<file path="src/rtl/dppc_pkg.sv">
// ----------------------------------------------------------------------------
// dppc_pkg
// Shared types and constants for the debounced pulse period capture block.
// ----------------------------------------------------------------------------
package dppc_pkg;

  localparam int BUFFER_DEPTH = 512;
  localparam int IDX_W        = $clog2(BUFFER_DEPTH);
  localparam int CNT_W        = IDX_W + 1;
  localparam int ADDR_W       = IDX_W + 1;
  localparam int MEM_DEPTH    = 2 * BUFFER_DEPTH;
  localparam int TIME_W       = 32;
  localparam int DEB_W        = 20;
  localparam int MODE_W       = 2;

  localparam logic [DEB_W-1:0]  DEBOUNCE_RESET = DEB_W'(5000);
  localparam logic [TIME_W-1:0] NO_PULSE_SINCE = '1;

  localparam int QUEUE_DEPTH = 4;
  localparam int QPTR_W      = $clog2(QUEUE_DEPTH);
  localparam int QCNT_W      = QPTR_W + 1;

  localparam int IN_DATA_W  = 48;
  localparam int OUT_DATA_W = 176;

  localparam logic [MODE_W-1:0] MODE_PULSE = 2'd0;
  localparam logic [MODE_W-1:0] MODE_CLOSE = 2'd1;
  localparam logic [MODE_W-1:0] MODE_READ  = 2'd2;

  typedef enum logic [1:0] {
    OP_WRITE   = 2'd0,
    OP_SUMMARY = 2'd1,
    OP_READ    = 2'd2
  } op_t;

  // one queued operation: timestamp store, window summary or snapshot read
  typedef struct packed {
    op_t               op;
    logic [ADDR_W-1:0] addr;
    logic [TIME_W-1:0] data;
    logic [TIME_W-1:0] pulse_count;
    logic [TIME_W-1:0] last_period_us;
    logic [TIME_W-1:0] since_last_us;
    logic [CNT_W-1:0]  stored_count;
    logic [TIME_W-1:0] dropped_count;
    logic              entry_valid;
  } op_entry_t;

endpackage

</file>
<file path="src/rtl/dppc_queue.sv">
// ----------------------------------------------------------------------------
// dppc_queue
// Small register queue of operations between the front and back ends.
// ----------------------------------------------------------------------------
module dppc_queue
  import dppc_pkg::*;
(
  input  logic      clk,
  input  logic      rst,
  input  logic      push,
  input  op_entry_t push_entry,
  output logic      full,
  input  logic      pop,
  output logic      head_valid,
  output op_entry_t head
);

  op_entry_t         slots [QUEUE_DEPTH];
  logic [QPTR_W-1:0] wr_ptr;
  logic [QPTR_W-1:0] rd_ptr;
  logic [QCNT_W-1:0] count;

  assign full       = count == QCNT_W'(QUEUE_DEPTH);
  assign head_valid = count != '0;
  assign head       = slots[rd_ptr];

  always_ff @(posedge clk) begin
    if (push) begin
      slots[wr_ptr] <= push_entry;
    end
  end

  always_ff @(posedge clk) begin
    if (rst) begin
      wr_ptr <= '0;
      rd_ptr <= '0;
      count  <= '0;
    end else begin
      if (push) begin
        wr_ptr <= wr_ptr + 1'b1;
      end
      if (pop) begin
        rd_ptr <= rd_ptr + 1'b1;
      end
      if (push && !pop) begin
        count <= count + 1'b1;
      end else if (pop && !push) begin
        count <= count - 1'b1;
      end
    end
  end

  a_no_overflow: assert property (@(posedge clk) disable iff (rst) !(push && full))
    else $error("queue push while full");

  a_no_underflow: assert property (@(posedge clk) disable iff (rst) !(pop && !head_valid))
    else $error("queue pop while empty");

endmodule

</file>
<file path="config.mk">
export PLATFORM = sky130hd
export DESIGN_NAME = dppc_queue
export DESIGN_NICKNAME = d
export VERILOG_FILES = /design/src/rtl/dppc_pkg.sv /design/src/rtl/dppc_queue.sv
export SDC_FILE = /design/constraint.sdc
export NUM_CORES = 1
export LEC_CHECK = 0
export ABC_AREA = 1
export BUFFER_PORTS_ARGS = -buffer_cell sky130_fd_sc_hd__buf_2
export CAP_MARGIN = 20
export CORE_MARGIN = 5
export CORE_UTILIZATION = 49
export DETAILED_ROUTE_END_ITERATION = 6
export GPL_TIMING_DRIVEN = 0
export PLACE_DENSITY_LB_ADDON = 0.2
export SLEW_MARGIN = 20
export SYNTH_ARGS = -nofsm -noshare
export SYNTH_HDL_FRONTEND = slang
export SYNTH_SLANG_ARGS = --single-unit
export TNS_END_PERCENT = 100
</file>
<file path="constraint.sdc">
create_clock -name clk -period 7.27 [get_ports clk]
set_input_delay 0.3635 -clock clk [delete_from_list [all_inputs] [get_ports clk]]
set_output_delay 0.3635 -clock clk [all_outputs]
set_load 0.01 [all_outputs]
</file>
# After elaboration in Yosys (flattened, before gate mapping)
# Memory sizes are Yosys's and may differ from the RTL's. A register that Yosys moved wholly into a read port is not among the register bits.
# Index checks and enable logic that the tools add are counted.
[word_totals]
register_bits = 7
mem_bits_rw = 732
input_bits = 187
out_inout_bits = 185
word_cells = 21
memories = 1
[mem_list]
columns = ["memory", "words", "word_bits", "read_ports", "rd_ports_with_merged_regs", "write_ports", "line", "source"]
rows = [
  ["slots", 4, 183, 1, 1, 1, "dppc_queue.sv:18", "op_entry_t slots [QUEUE_DEPTH];"],
]
[op_classes]
n_addsub = 4
n_eq_ne = 1
mux = 6
n_reduce_logical = 6
[op_table]
columns = ["operator", "n"]
rows = [
  ["$mux W3", 2],
  ["$add A2 B1 Y2 const B", 2],
  ["$mux W2", 2],
  ["$add A3 B1 Y3 const B", 1],
  ["$eq A3 B3 Y1 const B", 1],
  ["$reduce_bool A3 Y1", 1],
  ["$sub A3 B1 Y3 const B", 1],
  ["$logic_and A1 B1 Y1", 2],
  ["$logic_not A1 Y1", 2],
  ["$mux W1", 2],
  ["$reduce_bool A2 Y1", 1],
]

# Logic depth before layout (Yosys ltp)
[depth]
depth_word = 4
mapped_depth = 10
ltp_nobuf = 10

# Worst setup path after synthesis
# No wires, ideal clock.
[synth_timing]
kind = "register to register"
start = "register wr_ptr[0]"
end = "memory slots[2][0] (netlist bit) (enable)"
setup_ns = 0.535
arrival_ns = 4.103
required_ns = 6.735
path_slack_ns = 2.632
path_stages_with_launch = 5
path_buffers = 0
synth_period_minus_slack_ns = 4.638
path_cell_list = "dfxtp_1 inv_1 ha_1 nand2_1 inv_1"
[synth_lines]
columns = ["item", "line", "source"]
rows = [
  ["from (decl)", "dppc_queue.sv:19", "logic [QPTR_W-1:0] wr_ptr;"],
  ["from (signal assigned)", "dppc_queue.sv:40", "wr_ptr <= wr_ptr + 1'b1;"],
  ["to (decl)", "dppc_queue.sv:18", ""],
]
# No word-level cell before the write port.

==> metrics.md <==
| Metric | Value |
|---|---|
| Vias per cell | `5.51` |
| Top post-synthesis cells by count | `edfxtp_1, nor2_1, o21ai_0, o22ai_1, o21ai_1` |
| First-pass GRT wire length | `around 110,000 µm` |
| Status | `finished clean` |
| Critical path peak fanout | `10` |
| Drt first-iter violations | `approximately 1,600` |
| Area share of the largest cell type after synthesis | `between 70 and 80%` |
| Yosys top cell by area | `edfxtp_1` |
| Post-DP HPWL | `between 40,000 and 50,000 µm` |
| R2r startpoint | `wr_ptr[1]` |
| CTS tree | `done` |
| Cts bufs inserted | `75` |
| Fin Hold WS | `0.113 ns` |
| Reg2Reg Depth | `6` |
| RSZ-0062 raised after global routing | `false` |
| Final max-slew violation count | `0` |
| Reg2reg setup slack | `between 5 and 6 ns` |
| Number of synthesized flops with an enable pin | `between 700 and 800` |
| Root buf cell | `clkbuf_16` |
| Worst min-delay path category | `input port to flip-flop` |
| Fraction of the yosys area taken by sequential cells | `between 80 and 90%` |
| Via count of the first global-routing pass | `around 18,000` |
| Die width | `247 µm` |
| Ys flop type | `edfxtp_1` |
| Crit start category | `flip-flop` |
| Largest net degree at the start of global routing | `85` |
| DIE AREA | `0.0612 mm²` |
| Hold Vio Cnt, Final | `0` |
| Async SR Flop Fraction | `0%` |
| Final period utilization | `40.2%` |
| Htree depth | `3` |
| Layout cells sized above 1 | `~22%` |
| Core region area | `0.0562 mm²` |
| Syn nets | `~2,000` |
| Crit path kind | `flip-flop to primary output` |
| Hold EP | `rd_ptr[0]` |
| Arr. time, crit path | `between 2 and 3 ns` |
| VDD IR max | `0.201 mV` |
| Port Buffer Count | `371` |
| Setup crit end kind | `primary output` |
| Total power | `a little under 10 mW` |
| Warnings from Yosys | `0` |
| Unique masters post-synth | `23` |
| Per-cell routed wire length | `21.9 µm` |
| Post_cts resized | `0` |
| CTS Sinks | `around 740` |
| Hold wc startpoint | `pop` |
| Clock tree buffer depth | `3` |
| Io pins | `372` |
| Layout net count | `2,662` |
| Leakage | `12.3 nW` |
| CP Data Required Time | `~6.9 ns` |
| Hold Crit Depth | `3` |
| DR vias | `18,200` |
| #FFs+latches synth | `741` |
| GRT Total Usage | `22.9%` |
| Final Skew | `0.0181 ns` |
| Pwr dens | `276 mW/mm²` |
| Initial antenna violation count | `10` |
| Cells after Synth | `1,829` |
| RePlAce Congestion | `about 0.78` |
| DP Area | `0.0307 mm²` |
| # rows | `87` |
| Period minus WS final | `around 2.9 ns` |
| Final number of setup-violating endpoints | `0` |
| Final Util | `~62%` |
| Die height | `approximately 250 µm` |
| Synth area leaders | `edfxtp_1, nor2_1, o22ai_1` |
| Maximum clock rate | `around 0.34 GHz` |
| Mapped cell area | `0.0276 mm²` |
| Initial Util | `between 40 and 50%` |
| Worst-path clk slew | `0.06 ns` |
| Relative slew slack | `60.3%` |
| Cell with the most instances after synthesis | `edfxtp_1` |
| Area Overhead vs Synth | `26.4%` |
| # DRC | `0` |
| Max_cap viols | `0` |
| Worst skew pair latency | `0.61 ns` |
| Grt total ovfl | `0` |
| Pre-antenna DRT Iters | `6` |
| Total wire length | `72,400 µm` |
| Worst-margin pin slew | `approximately 0.60 ns` |
| Final instance area | `0.0349 mm²` |
| Worst r2r dst | `slots[1][89]` |
| Antenna viol nets, final | `0` |
| Mean Syn Cell Area | `15.1 µm²` |
layout by cell type, fill, tap and decap left out, types with 12 or more instances in the layout:
| cell type | n |
|---|---|
| edfxtp_1 | 732 |
| buf_2 | 392 |
| nor2_1 | 373 |
| o21ai_0 | 219 |
| dlygate4sd3_1 | 184 |
| o22ai_1 | 183 |
| o21ai_1 | 152 |
| clkbuf_16 | 79 |
| clkbuf_1 | 59 |
| buf_6 | 36 |
| clkinv_1 | 26 |
| clkinv_2 | 13 |
| diode_2 | 12 |
| inv_1 | 12 |
worst max path at each step:
stage / from / endpoint / slack (ns) / cells after the start
floorplan: wr_ptr[0] / slots[2][0] / 2.63 / 4
global placement: wr_ptr[0] / slots[0][72] / -0.44 / 4
detailed placement: push / slots[3][83] / 4.97 / 5
CTS: flip-flop / head[109] / 4.32 / 6
global route: flip-flop / head[35] / 4.27 / 6
finish: flip-flop / head[109] / 4.35 / 6
stage by stage:
stage / cells / setup TNS, ns / worst slack (ns)
after floorplan: 1829 / 0 / 2.63
after global placement: 2956 / -268.70 / -0.437
after detailed placement: 2964 / 0 / 4.97
after CTS: 3287 / 0 / 4.32
after global routing: 3293 / 0 / 4.27
final: 3299 / 0 / 4.35
worst max-delay path: stages (launching register included):
cell,delay (ns)
dfxtp_1,0.35
buf_6,0.15
buf_2,0.42
clkbuf_2,0.33
o21ai_0,0.14
o22ai_1,0.35
buf_2,0.20
repair_timing:
action                                 CTS  global route
setup buffers                            0             0
endpoints found under the hold margin  733             0
hold buffers                           184             0
area by class of cell:
class                      count  area (µm²)
timing repair buffer         563        3920
tap                          756         946
fill                        4189       21300
antenna                       12        30.0
multi-input combinational    950        4560
sequential                   741       22200
buffer                       121         831
inverter                      17         101
clock buffer                  90        2020
clock inverter                49         344
metal layers:
layer	share of wire, %	up-vias	GRT usage, %
met1	40	9083	30.7
li1	-	8265	-
met2	50	719	38.3
met3	7.7	115	4.70
met5	0.015	-	0
met4	2.2	2	7.13
power breakdown:
group / internal [mW] / total, mW / switching (mW)
clock: 2.10 / 3.66 / 1.57
sequential: 4.89 / 4.93 / 0.0391
combinational: 0.378 / 1.04 / 0.666
total: 7.36 / 9.63 / 2.27
cell families after synthesis:
family	share of synthesized area [%]
AOI/OAI and AO/OA	10.9
xor gates and xnor gates	0.0317
adders and majority gates	0.299
buffers and inverters	3.27
DFF	80.2
and+or+nand+nor	5.26
flip-flops by register name (all words and copies together), names as in the netlist, named ones only:
signal / flops
slots: 732
wr_ptr: 2
count: 3
rd_ptr: 2
(Power assumes the default switching activity.)
