[config.mk]
export PLATFORM = sky130hd
export DESIGN_NAME = dppc_front
export DESIGN_NICKNAME = d
export VERILOG_FILES = /design/src/rtl/dppc_pkg.sv /design/src/rtl/dppc_front.sv
export SDC_FILE = /design/constraint.sdc
export NUM_CORES = 1
export LEC_CHECK = 0
export BUFFER_PORTS_ARGS = -buffer_cell sky130_fd_sc_hd__buf_2
export CORE_MARGIN = 1.5
export CORE_UTILIZATION = 45
export DETAILED_ROUTE_END_ITERATION = 12
export PLACE_DENSITY = 0.75
export SYNTH_ARGS = -nofsm -noshare
export SYNTH_HDL_FRONTEND = slang
export SYNTH_SLANG_ARGS = --single-unit
[constraint.sdc]
create_clock -name clk -period 17.75 [get_ports clk]
set_clock_uncertainty 0.2 [all_clocks]
set_input_delay 2.6625 -clock clk [delete_from_list [all_inputs] [get_ports clk]]
set_output_delay 2.6625 -clock clk [all_outputs]
set_load 0.005 [all_outputs]
[src/rtl/dppc_pkg.sv]
// ----------------------------------------------------------------------------
// dppc_pkg
// Shared types and constants for the debounced pulse period capture block.
// ----------------------------------------------------------------------------
package dppc_pkg;

  localparam int BUFFER_DEPTH = 512;
  localparam int IDX_W        = $clog2(BUFFER_DEPTH);
  localparam int CNT_W        = IDX_W + 1;
  localparam int ADDR_W       = IDX_W + 1;
  localparam int MEM_DEPTH    = 2 * BUFFER_DEPTH;
  localparam int TIME_W       = 32;
  localparam int DEB_W        = 20;
  localparam int MODE_W       = 2;

  localparam logic [DEB_W-1:0]  DEBOUNCE_RESET = DEB_W'(5000);
  localparam logic [TIME_W-1:0] NO_PULSE_SINCE = '1;

  localparam int QUEUE_DEPTH = 4;
  localparam int QPTR_W      = $clog2(QUEUE_DEPTH);
  localparam int QCNT_W      = QPTR_W + 1;

  localparam int IN_DATA_W  = 48;
  localparam int OUT_DATA_W = 176;

  localparam logic [MODE_W-1:0] MODE_PULSE = 2'd0;
  localparam logic [MODE_W-1:0] MODE_CLOSE = 2'd1;
  localparam logic [MODE_W-1:0] MODE_READ  = 2'd2;

  typedef enum logic [1:0] {
    OP_WRITE   = 2'd0,
    OP_SUMMARY = 2'd1,
    OP_READ    = 2'd2
  } op_t;

  // one queued operation: timestamp store, window summary or snapshot read
  typedef struct packed {
    op_t               op;
    logic [ADDR_W-1:0] addr;
    logic [TIME_W-1:0] data;
    logic [TIME_W-1:0] pulse_count;
    logic [TIME_W-1:0] last_period_us;
    logic [TIME_W-1:0] since_last_us;
    logic [CNT_W-1:0]  stored_count;
    logic [TIME_W-1:0] dropped_count;
    logic              entry_valid;
  } op_entry_t;

endpackage

[src/rtl/dppc_front.sv]
// ----------------------------------------------------------------------------
// dppc_front
// Accepts input items, applies debounce, keeps window counters and turns
// stored pulses, closes and reads into queued operations for the back end.
// ----------------------------------------------------------------------------
module dppc_front
  import dppc_pkg::*;
(
  input  logic                 clk,
  input  logic                 rst,
  input  logic                 s_axis_tvalid,
  output logic                 s_axis_tready,
  input  logic [IN_DATA_W-1:0] s_axis_tdata,
  input  logic [MODE_W-1:0]    s_axis_tuser,
  input  logic                 cfg_valid,
  input  logic [DEB_W-1:0]     cfg_data,
  input  logic                 q_full,
  output logic                 q_push,
  output op_entry_t            q_push_entry
);

  logic [DEB_W-1:0]  debounce_us;
  logic              had_pulse;
  logic [TIME_W-1:0] last_accepted_time;
  logic [TIME_W-1:0] prev_accepted_time;
  logic [TIME_W-1:0] window_pulse_count;
  logic [CNT_W-1:0]  window_stored_count;
  logic [TIME_W-1:0] window_dropped_count;
  logic              active_bank;
  logic [CNT_W-1:0]  snapshot_count;

  logic              in_xfer;
  logic [MODE_W-1:0] mode;
  logic [TIME_W-1:0] now;
  logic [IDX_W-1:0]  entry_index;
  logic [TIME_W-1:0] since;
  logic              pulse_ok;
  logic              bank_room;

  assign s_axis_tready = !q_full;
  assign in_xfer       = s_axis_tvalid && s_axis_tready;
  assign mode          = s_axis_tuser;
  assign now           = s_axis_tdata[TIME_W-1:0];
  assign entry_index   = s_axis_tdata[TIME_W+IDX_W-1:TIME_W];
  assign since         = now - last_accepted_time;
  assign pulse_ok      = !had_pulse || (since >= {{(TIME_W-DEB_W){1'b0}}, debounce_us});
  assign bank_room     = window_stored_count < CNT_W'(BUFFER_DEPTH);

  always_comb begin
    q_push       = 1'b0;
    q_push_entry = '0;
    case (mode)
      MODE_PULSE: begin
        q_push            = in_xfer && pulse_ok && bank_room;
        q_push_entry.op   = OP_WRITE;
        q_push_entry.addr = {active_bank, window_stored_count[IDX_W-1:0]};
        q_push_entry.data = now;
      end
      MODE_CLOSE: begin
        q_push                      = in_xfer;
        q_push_entry.op             = OP_SUMMARY;
        q_push_entry.pulse_count    = window_pulse_count;
        q_push_entry.last_period_us = had_pulse ? (last_accepted_time - prev_accepted_time)
                                                : '0;
        q_push_entry.since_last_us  = had_pulse ? since : NO_PULSE_SINCE;
        q_push_entry.stored_count   = window_stored_count;
        q_push_entry.dropped_count  = window_dropped_count;
      end
      MODE_READ: begin
        q_push                   = in_xfer;
        q_push_entry.op          = OP_READ;
        q_push_entry.addr        = {!active_bank, entry_index};
        q_push_entry.entry_valid = {1'b0, entry_index} < snapshot_count;
      end
      default: begin
        q_push = 1'b0;
      end
    endcase
  end

  always_ff @(posedge clk) begin
    if (rst) begin
      debounce_us          <= DEBOUNCE_RESET;
      had_pulse            <= 1'b0;
      last_accepted_time   <= '0;
      prev_accepted_time   <= '0;
      window_pulse_count   <= '0;
      window_stored_count  <= '0;
      window_dropped_count <= '0;
      active_bank          <= 1'b0;
      snapshot_count       <= '0;
    end else begin
      if (cfg_valid) begin
        debounce_us <= cfg_data;
      end
      if (in_xfer && mode == MODE_PULSE && pulse_ok) begin
        prev_accepted_time <= had_pulse ? last_accepted_time : now;
        last_accepted_time <= now;
        had_pulse          <= 1'b1;
        window_pulse_count <= window_pulse_count + 1'b1;
        if (bank_room) begin
          window_stored_count <= window_stored_count + 1'b1;
        end else begin
          window_dropped_count <= window_dropped_count + 1'b1;
        end
      end else if (in_xfer && mode == MODE_CLOSE) begin
        snapshot_count       <= window_stored_count;
        active_bank          <= !active_bank;
        window_pulse_count   <= '0;
        window_stored_count  <= '0;
        window_dropped_count <= '0;
      end
    end
  end

  a_stored_bounded: assert property (@(posedge clk) disable iff (rst)
    window_stored_count <= CNT_W'(BUFFER_DEPTH))
    else $error("window stored count above buffer depth");

  a_close_clears: assert property (@(posedge clk) disable iff (rst)
    in_xfer && mode == MODE_CLOSE |=> window_stored_count == '0 && window_pulse_count == '0)
    else $error("window counters not cleared on close");

endmodule

# Word-level counts from Yosys, hierarchy flattened
# Cells that the tools add are included.
dict set report classes {
  reduce_logical 16
  n_eq_ne 4
  n_lt_le_gt_ge 3
  n_addsub 5
  muxes 16
  bitwise 1
}
# operator n
set ops {}
lappend ops {{$mux W32} 8}
lappend ops {{$mux W138} 1}
lappend ops {{$add A32 B1 Y32 const B} 2}
lappend ops {{$sub A32 B32 Y32} 2}
lappend ops {{$ge A32 B20 Y1} 1}
lappend ops {{$mux W10} 3}
lappend ops {{$pmux W10 S2} 1}
lappend ops {{$add A10 B1 Y10 const B} 1}
lappend ops {{$lt A10 B10 Y1 const B} 1}
lappend ops {{$lt A9 B10 Y1} 1}
lappend ops {{$logic_and A1 B1 Y1} 6}
lappend ops {{$reduce_and A2 Y1} 3}
lappend ops {{$ne A2 B2 Y1 const B} 2}
lappend ops {{$pmux W2 S2} 1}
lappend ops {{$logic_not A1 Y1} 3}
lappend ops {{$eq A2 B1 Y1 const B} 1}
lappend ops {{$eq A2 B2 Y1 const B} 1}
lappend ops {{$logic_not A2 Y1} 1}
lappend ops {{$pmux W1 S2} 1}
lappend ops {{$reduce_bool A2 Y1} 1}
lappend ops {{$reduce_or A2 Y1} 1}
lappend ops {{$logic_or A1 B1 Y1} 1}
lappend ops {{$mux W1} 1}
lappend ops {{$not A1 Y1} 1}
dict set report totals {
  output_inout_bits 185
  ff_bits 170
  input_bits 75
  word_cells 54
}

# Depth between registers and ports, before layout
# Gate-level depths: netlist of the first run.
dict set report logic_depth {
  ltp_word 6
  ltp_mapped 27
  depth_no_buf 24
}

# Least setup slack after synthesis of the first run
# Ideal clock, no wire load.
dict set report synth_timing {
  path_kind {input to output}
  startpoint {input port s_axis_tdata[0]}
  endpoint {output port q_push}
  path_buffers 1
  slack_ns 8.249
  t_arrival_ns 6.639
  cell_stages 21
  t_required_ns 14.887
  cell_sequence {inv_1 -> ha_1 -> inv_1 -> fa_1 -> a211oi_1 -> o21ai_1 -> a21oi_1 -> o21ai_1 -> nand4_1 -> o211ai_1 -> xor2_1 -> ha_1 -> a211oi_1 -> nand3_1 -> o221a_2 -> or4_4 -> nor4b_4 -> and4_1 -> buf_4 -> or3_1 -> a21oi_1}
}
dict set report synth_via {
  elab_chain_cells 6
}
# element line
set synth_lines {}
lappend synth_lines {{start: declaration} dppc_front.sv:13} ;# input logic [IN_DATA_W-1:0] s_axis_tdata,
lappend synth_lines {{$sub A32 B32 Y32} dppc_front.sv:45} ;# assign since = now - last_accepted_time;
lappend synth_lines {{$ge A32 B20 Y1} dppc_front.sv:46} ;# assign pulse_ok = !had_pulse || (since >= {{(TIME_W-DEB_W){1'b0}}, debounce_us});
lappend synth_lines {{$logic_or A1 B1 Y1} dppc_front.sv:46}
lappend synth_lines {{$logic_and A1 B1 Y1 (2 in a row)} dppc_front.sv:54} ;# q_push = in_xfer && pulse_ok && bank_room;
lappend synth_lines {{$pmux W1 S2} dppc_front.sv:52} ;# case (mode)
lappend synth_lines {{end: declaration} dppc_front.sv:18} ;# output logic q_push,
# Every way passes these cells.

# Worst setup path after layout of the first run
# Ends and elaborated chain as after synthesis.

==> results.ini, run 1 <==
[final_layout]
fin_nets = 2053
layout_commonest_cell = sky130_fd_sc_hd__buf_2
area_growth_syn_to_layout_pct = 16.0
top_library_cells_by_usage_in_the_layout_fill_and_taps_aside = sky130_fd_sc_hd__buf_2, sky130_fd_sc_hd__nand2_1, sky130_fd_sc_hd__dfxtp_1
design_area_um2 = 14900
share_of_final_layout_standard_cells_stronger_than_drive_strength_1_pct = 18.0
nFillCells = 2693

[sta]
setup_viol = 0
worstMarginPinSlew_ns = 1.19
min_period_over_period_pct = 60.9
final-hold-violation-count = 0
grt_setup_unrepaired = false
setup_ws_ns = 6.94
finalHoldWorstSlack_ns = 0.259
finalMaxSlewViolations = 0
worst_slew_margin_rel_pct = 20.6
fin_tns_setup_ns = 0
fmaxAchievable_mhz = 92.5
min_tclk_post_route_ns = 10.81

[floorplanning]
core_area_um2 = 27900
num_io_pins = 260
rows = 61
fp.dieArea_um2 = 29600
die_height_um = 172
start_util_pct = 46.0
fp.dieW_um = 172

[yosys]
synth_cells = 1685
number_of_flops_mapped_to_enable_cells_by_yosys = 0
ys_seq_elements = 170
ys_warn_count = 0
synth_area_per_cell_um2 = 7.63
yosys_most_used_dff = sky130_fd_sc_hd__dfxtp_1
cell_area_after_technology_mapping_um2 = 12800
postSynth.asyncResetShare_pct = 0
synth.yosys.seq_area_share_pct = 26.5
synth_cell_types = 78
synthesis.nets = 1859

[setup_path]
worst_ep_required_time_ns = 14.89
path_cells = buf_2 -> inv_1 -> ha_1 -> inv_1 -> fa_1 -> a211oi_1 -> o21ai_1 -> a21oi_1 -> o21ai_1 -> nand4_1 -> o211ai_1 -> xor2_1 -> ha_1 -> a211oi_1 -> nand3_1 -> o221a_2 -> or4_4 -> nor4b_4 -> and4_1 -> buf_4 -> or3_1 -> a21oi_1 -> buf_2
regToRegStartpoint = last_accepted_time[0]
timing.critical_path.slowest_cell_delay_ns = 0.51
worst-r2r-setup-slack_ns = 11.13
critical_path_class = in2out
cp.arrival_ns = 7.95
rr_worst_depth = 20
worst-path-max-fanout = 18
crit_buf_inv = 5
cp-start-kind = primary input
critical-path-slowest-cell = sky130_fd_sc_hd__or4_4
startpoint = s_axis_tdata[0]
worstReg2RegEnd = window_dropped_count[27]
critical-path-top-delay-family = compound AO/OA/AOI/OAI gates
critical_path.endpoint_type = output port

[worst_hold_path]
worst_hold_path.endpoint = snapshot_count[5]
timing.hold.worst.start = snapshot_count[5]
min_path_type = reg2reg
holdPathStages = 2

[route]
remaining_drc_errors = 0
detail_route.iter0.violations = 994
vias = 12821
via_density_per_instance = 5.65
detail_route.wl_per_cell_um = 16.3
drt_pre_antenna_iters = 5
ant_nets = 0
postRouteWirelength_um = 36900

[clocking]
numCtsBuffers = 17
clk_transition_reported_paths_ns = 0.07
ctsHoldBuffers = 0
cts-htree-levels = 4
numClockSinks = 170
cts.repair.resized = 0
cts-root-to-sink-buffers = 2
clk-insertion-delay-late_ns = 0.44
cts_post_setup_buffers_inserted = 0
tritoncts = built
cts_root_buf = sky130_fd_sc_hd__clkbuf_16

[placement]
port_buffers = 252
dp.final_hpwl_um = 26900
placement.cell_area_um2 = 14300
dp_slack_ns = 7.12
gp_congestion = 0.926

[power]
overall_power_of_the_completed_layout_w = 0.00103
vdd_drop_max_v = 0.0000424
power_density_nw_per_um2 = 69.0
static-leakage-power_nw = 6.33

[global_routing]
first_global_vias = 11674
antenna_found_initial = 2
global_route_wire_length_before_repair_um = 58900
grt_start_max_net_pins = 70
grt_remaining_overflow = 0
total_track_usage_pct = 24.9

[flow_run]
max_cap_violations = 0

[run_status]
run_status = finished clean

-- flip-flops by register name, summed over array words and instances, names as in the netlist --
name                  count
debounce_us              20
prev_accepted_time       32
window_dropped_count     32
window_stored_count      10
window_pulse_count       32
active_bank               1
last_accepted_time       32
snapshot_count           10
had_pulse                 1
-- layout make-up --
type,count,area [um2],share of cell area [%]
multi-input combinational,1310,8610,57.8
sequential,170,3400,22.8
timing repair buffer,261,1330,8.93
tap,378,473,3.17
inverter,119,447,3.00
clock buffer,17,425,2.85
clock inverter,15,210,1.41
antenna,1,2.50,0.0168
-- how the worst max path moves through the flow --
stage                   to  slack [ns]  cells after the start
global placement    q_push        7.24                     23
finish              q_push        6.94                     23
detailed placement  q_push        7.12                     23
floorplan           q_push        8.25                     21
global route        q_push        6.69                     23
CTS                 q_push        7.05                     23
-- power by group --
group | switching (W) | internal [W] | total, W
sequential | 0.00000575 | 0.000388 | 0.000394
clock | 0.000171 | 0.000239 | 0.000410
combinational | 0.000132 | 0.0000924 | 0.000224
-- through the flow --
stage          instances  utilization, %
6_report            2271            53.4
5_1_grt             2271            53.4
4_1_cts             2270            53.4
3_5_place_dp        2238            51.1
3_3_place_gp        2238            51.1
2_1_floorplan       1685               -
-- layer usage --
layer,part of all wire (%),wire length (um),up-vias,GRT usage [%]
li1,-,-,6290,-
met1,44,16300,5976,32.9
met2,46,17000,496,41.4
met3,7.6,2800,57,4.33
met4,2.2,801,2,7.67
met5,0.032,12,-,0
-- logic make-up (layout without fill, tap and decap cells) --
family,Yosys count,count (layout),share of synthesized area (%)
AO/OA/AOI/OAI,390,390,20.7
XOR/XNOR,68,68,4.64
adder cells (fa/ha/maj),99,99,9.76
buffers and inverters,205,412,6.63
flip-flops,170,170,26.5
multiplexers,68,68,5.31
other,0,1,0
AND/OR/NAND/NOR,685,685,26.4
-- synthesized netlist by cell type, types with 12 or more instances --
cell / instances / area share, %
sky130_fd_sc_hd__mux2i_1: 67 / 5.2
sky130_fd_sc_hd__nor2_1: 168 / 4.9
sky130_fd_sc_hd__o2111ai_1: 21 / 1.4
sky130_fd_sc_hd__o31ai_1: 13 / 0.76
sky130_fd_sc_hd__nand2_1: 180 / 5.3
sky130_fd_sc_hd__o21a_1: 24 / 1.4
sky130_fd_sc_hd__o21ai_0: 42 / 1.6
sky130_fd_sc_hd__a21oi_1: 107 / 4.2
sky130_fd_sc_hd__xor2_1: 26 / 1.8
sky130_fd_sc_hd__and3_1: 31 / 1.5
sky130_fd_sc_hd__a211oi_1: 41 / 2.4
sky130_fd_sc_hd__clkbuf_1: 60 / 1.8
sky130_fd_sc_hd__and2_1: 102 / 5.0
sky130_fd_sc_hd__nor3_1: 31 / 1.2
sky130_fd_sc_hd__xnor2_1: 42 / 2.9
sky130_fd_sc_hd__inv_1: 119 / 3.5
sky130_fd_sc_hd__nand4_1: 15 / 0.73
sky130_fd_sc_hd__or3_1: 12 / 0.58
sky130_fd_sc_hd__o211ai_1: 22 / 1.3
sky130_fd_sc_hd__ha_1: 97 / 9.4
sky130_fd_sc_hd__nand2b_1: 27 / 1.3
sky130_fd_sc_hd__dfxtp_1: 170 / 26
sky130_fd_sc_hd__nand3_1: 49 / 1.9
sky130_fd_sc_hd__buf_2: 14 / 0.55
sky130_fd_sc_hd__a21o_1: 34 / 2.0
-- worst reg2reg max path: stages (launching register included) --
cell                       delay, ns
sky130_fd_sc_hd__dfxtp_1        0.38
sky130_fd_sc_hd__ha_1           0.21
sky130_fd_sc_hd__inv_1          0.06
sky130_fd_sc_hd__fa_1           0.43
sky130_fd_sc_hd__a211oi_1       0.33
sky130_fd_sc_hd__o21ai_1        0.20
sky130_fd_sc_hd__a21oi_1        0.30
sky130_fd_sc_hd__o21ai_1        0.28
sky130_fd_sc_hd__nand4_1        0.18
sky130_fd_sc_hd__o211ai_1       0.13
sky130_fd_sc_hd__xor2_1         0.24
sky130_fd_sc_hd__ha_1           0.30
sky130_fd_sc_hd__a211oi_1       0.24
sky130_fd_sc_hd__nand3_1        0.11
sky130_fd_sc_hd__o221a_2        0.25
sky130_fd_sc_hd__or4_4          0.51
sky130_fd_sc_hd__nor4b_4        0.33
sky130_fd_sc_hd__and4_1         0.37
sky130_fd_sc_hd__or2_1          0.89
sky130_fd_sc_hd__nor2_2         0.31
sky130_fd_sc_hd__o31ai_1        0.31
Note: power is estimated with default switching activity, not from simulation.
==> run 2, diff against run 1 <==
--- a/config.mk
+++ b/config.mk
@@ -5,6 +5,7 @@
 export SDC_FILE = /design/constraint.sdc
 export NUM_CORES = 1
 export LEC_CHECK = 0
+export ABC_AREA = 1
 export BUFFER_PORTS_ARGS = -buffer_cell sky130_fd_sc_hd__buf_2
 export CORE_MARGIN = 1.5
 export CORE_UTILIZATION = 45
==> constraint.sdc (replaced) <==
create_clock -name clk -period 11.35 [get_ports clk]
set_clock_uncertainty 0.2 [all_clocks]
set_input_delay 1.7025 -clock clk [delete_from_list [all_inputs] [get_ports clk]]
set_output_delay 1.7025 -clock clk [all_outputs]
set_load 0.005 [all_outputs]
==> run 2 against run 1 <==
  * First-iteration DRC count increased by 5.0%
  * Die area up 12%
  * Clock power grew 48%
  * Sequential power increased by 57%
==> results.ini, run 2 <==
[yosys]
ys_warn_count = 0
ys_seq_elements = 170
ys_top_cells_by_area = sky130_fd_sc_hd__dfxtp_1, sky130_fd_sc_hd__nand2_1, sky130_fd_sc_hd__inv_1
synth_area_per_cell_um2 = 5.84
synth.yosys.seq_area_share_pct = 23.6
synthDominantAreaCellType = sky130_fd_sc_hd__dfxtp_1
postSynth.asyncResetShare_pct = 0
cell_area_after_technology_mapping_um2 = 14400
yosys.cell_count.top_type = sky130_fd_sc_hd__nand2_1
number_of_flops_mapped_to_enable_cells_by_yosys = 0
yosys.area.top_type_share_pct = 23.6
synthesis.nets = 2641
yosys_most_used_dff = sky130_fd_sc_hd__dfxtp_1
synth_cells = 2467
ys_top_cells_by_count = sky130_fd_sc_hd__nand2_1, sky130_fd_sc_hd__inv_1, sky130_fd_sc_hd__a21oi_1, sky130_fd_sc_hd__nor2_1, sky130_fd_sc_hd__o21ai_0
synth_cell_types = 44

[global_routing]
antenna_found_initial = 0
grtUsageMet1_pct = 32.9
grt-busiest-layer = met2
grt_remaining_overflow = 0
grt_util_met3_pct = 3.41
first_global_vias = 14746
met2_usage_pct = 47.8
grt_start_max_net_pins = 106
total_track_usage_pct = 26.8
global_route_wire_length_before_repair_um = 72300

[sta]
worst_slew_margin_rel_pct = 20.1
min_tclk_post_route_ns = 7.09
final-hold-violation-count = 0
fin_tns_setup_ns = 0
min_period_over_period_pct = 62.5
worstMarginPinSlew_ns = 1.20
grt_setup_unrepaired = false
fmaxAchievable_mhz = 141
setup_viol = 0
finalMaxSlewViolations = 0

[placement]
placement.cell_area_um2 = 15800
gp_congestion = 0.930
port_buffers = 252
dp.final_hpwl_um = 34600

[route]
remaining_drc_errors = 0
postRouteWirelength_um = 45300
ant_nets = 0
via_density_per_instance = 5.26
detail_route.wl_per_cell_um = 14.8
vias = 16134
drt_pre_antenna_iters = 6
detail_route.iter0.violations = 1044

[final_layout]
top_library_cells_by_usage_in_the_layout_fill_and_taps_aside = sky130_fd_sc_hd__nand2_1, sky130_fd_sc_hd__inv_1, sky130_fd_sc_hd__buf_2
fin_nets = 2826
design_area_um2 = 16500
share_of_final_layout_standard_cells_stronger_than_drive_strength_1_pct = 11.8
layout_commonest_cell = sky130_fd_sc_hd__nand2_1
area_growth_syn_to_layout_pct = 14.2
num_antenna_cells = 0

[clocking]
numClockSinks = 170
ctsHoldBuffers = 0
numCtsBuffers = 17
cts_root_buf = sky130_fd_sc_hd__clkbuf_16
cts_post_setup_buffers_inserted = 0
tritoncts = built
clk-insertion-delay-late_ns = 0.44
cts.repair.resized = 0
clk_transition_reported_paths_ns = 0.07
cts-root-to-sink-buffers = 2
cts-htree-levels = 4

[power]
power_density_nw_per_um2 = 99.7
vdd_drop_max_v = 0.0000970
static-leakage-power_nw = 8.68

[flow_run]
max_cap_violations = 0

[setup_path]
worst-path-max-fanout = 6
critical_path.endpoint_type = output port
critical_path_class = in2out
timing.critical_path.slowest_cell_delay_ns = 0.42
worst-r2r-setup-slack_ns = 5.64
worst_ep_required_time_ns = 9.45
worstReg2RegEnd = window_stored_count[9]
critical-path-slowest-cell = sky130_fd_sc_hd__fa_1
cp.arrival_ns = 5.19
cell_repeated_most_along_the_worst_path = sky130_fd_sc_hd__nand2_1
rr_worst_depth = 22
cp-start-kind = primary input
regToRegStartpoint = last_accepted_time[1]

[floorplanning]
fp.dieW_um = 182
num_io_pins = 260
fp.dieArea_um2 = 33100
core_area_um2 = 31600
rows = 65
die_height_um = 182
start_util_pct = 45.7

[worst_hold_path]
holdPathStages = 2
min_path_type = reg2reg
timing.hold.worst.start = debounce_us[10]
worst_hold_path.endpoint = debounce_us[10]

[run_status]
run_status = finished clean

==> run 2: kinds of logic after synthesis <==
logic type | after synthesis | share of synthesized area (%)
and+or+nand+nor | 1104 | 31.8
buffers and inverters | 544 | 14.6
AOI/OAI and AO/OA | 490 | 17.7
DFF | 170 | 23.6
adders and majority gates | 99 | 8.70
xor gates and xnor gates | 59 | 3.59
muxes | 1 | 0.0695
==> run 2: cell type report <==
type | count | area (um2)
clock inverters | 15 | 183
fillers | 3323 | 15100
well taps | 402 | 503
flip-flops and latches | 170 | 3400
inverters | 449 | 1690
multi-input cells | 1753 | 8920
repair buffers | 261 | 1330
clock buffers | 17 | 425
==> run 2: per-layer routing <==
| metal | part of all wire (%) | wire (um) | vias up |
|---|---|---|---|
| met5 | 0 | 0 | - |
| met4 | 3.4 | 1530 | 0 |
| met3 | 5.2 | 2370 | 90 |
| met2 | 48 | 21700 | 485 |
| met1 | 44 | 19700 | 7363 |
| li1 | - | - | 8196 |
==> run 2: worst max-delay path, delay by kind of cell <==
kind | cells | cell delay, ns
and+or+nand+nor | 15 | 1.76
adders and majority gates | 3 | 0.81
buffers and inverters | 5 | 0.48
AOI/OAI and AO/OA | 2 | 0.22
xor gates and xnor gates | 1 | 0.20
==> run 2: worst max path at each step <==
stage | start | depth (start not counted) | endpoint
3_3_place_gp | s_axis_tdata[0] | 25 | window_stored_count[9]
2_1_floorplan | s_axis_tdata[0] | 23 | q_push
5_1_grt | s_axis_tdata[0] | 26 | q_push
4_1_cts | s_axis_tdata[0] | 26 | q_push
6_report | s_axis_tdata[0] | 26 | q_push
3_5_place_dp | s_axis_tdata[0] | 25 | window_stored_count[9]
==> run 2: power breakdown <==
group | total (W) | switching (W) | internal, W
registers | 0.000619 | 0.00000783 | 0.000611
clock network | 0.000607 | 0.000291 | 0.000316
logic | 0.000415 | 0.000275 | 0.000139
==> run 2: per-stage QoR <==
step	power [W]	worst slack, ns	instances	hold slack (ns)	util (%)
floorplan	0.000920	4.93	2467	0.236	-
global placement	0.00103	4.27	3035	0.255	50.2
detailed placement	0.00104	4.18	3035	0.258	50.2
CTS	0.00165	4.26	3067	0.270	52.1
global route	0.00173	3.96	3067	0.291	52.1
finish	0.00164	4.26	3067	0.266	52.1
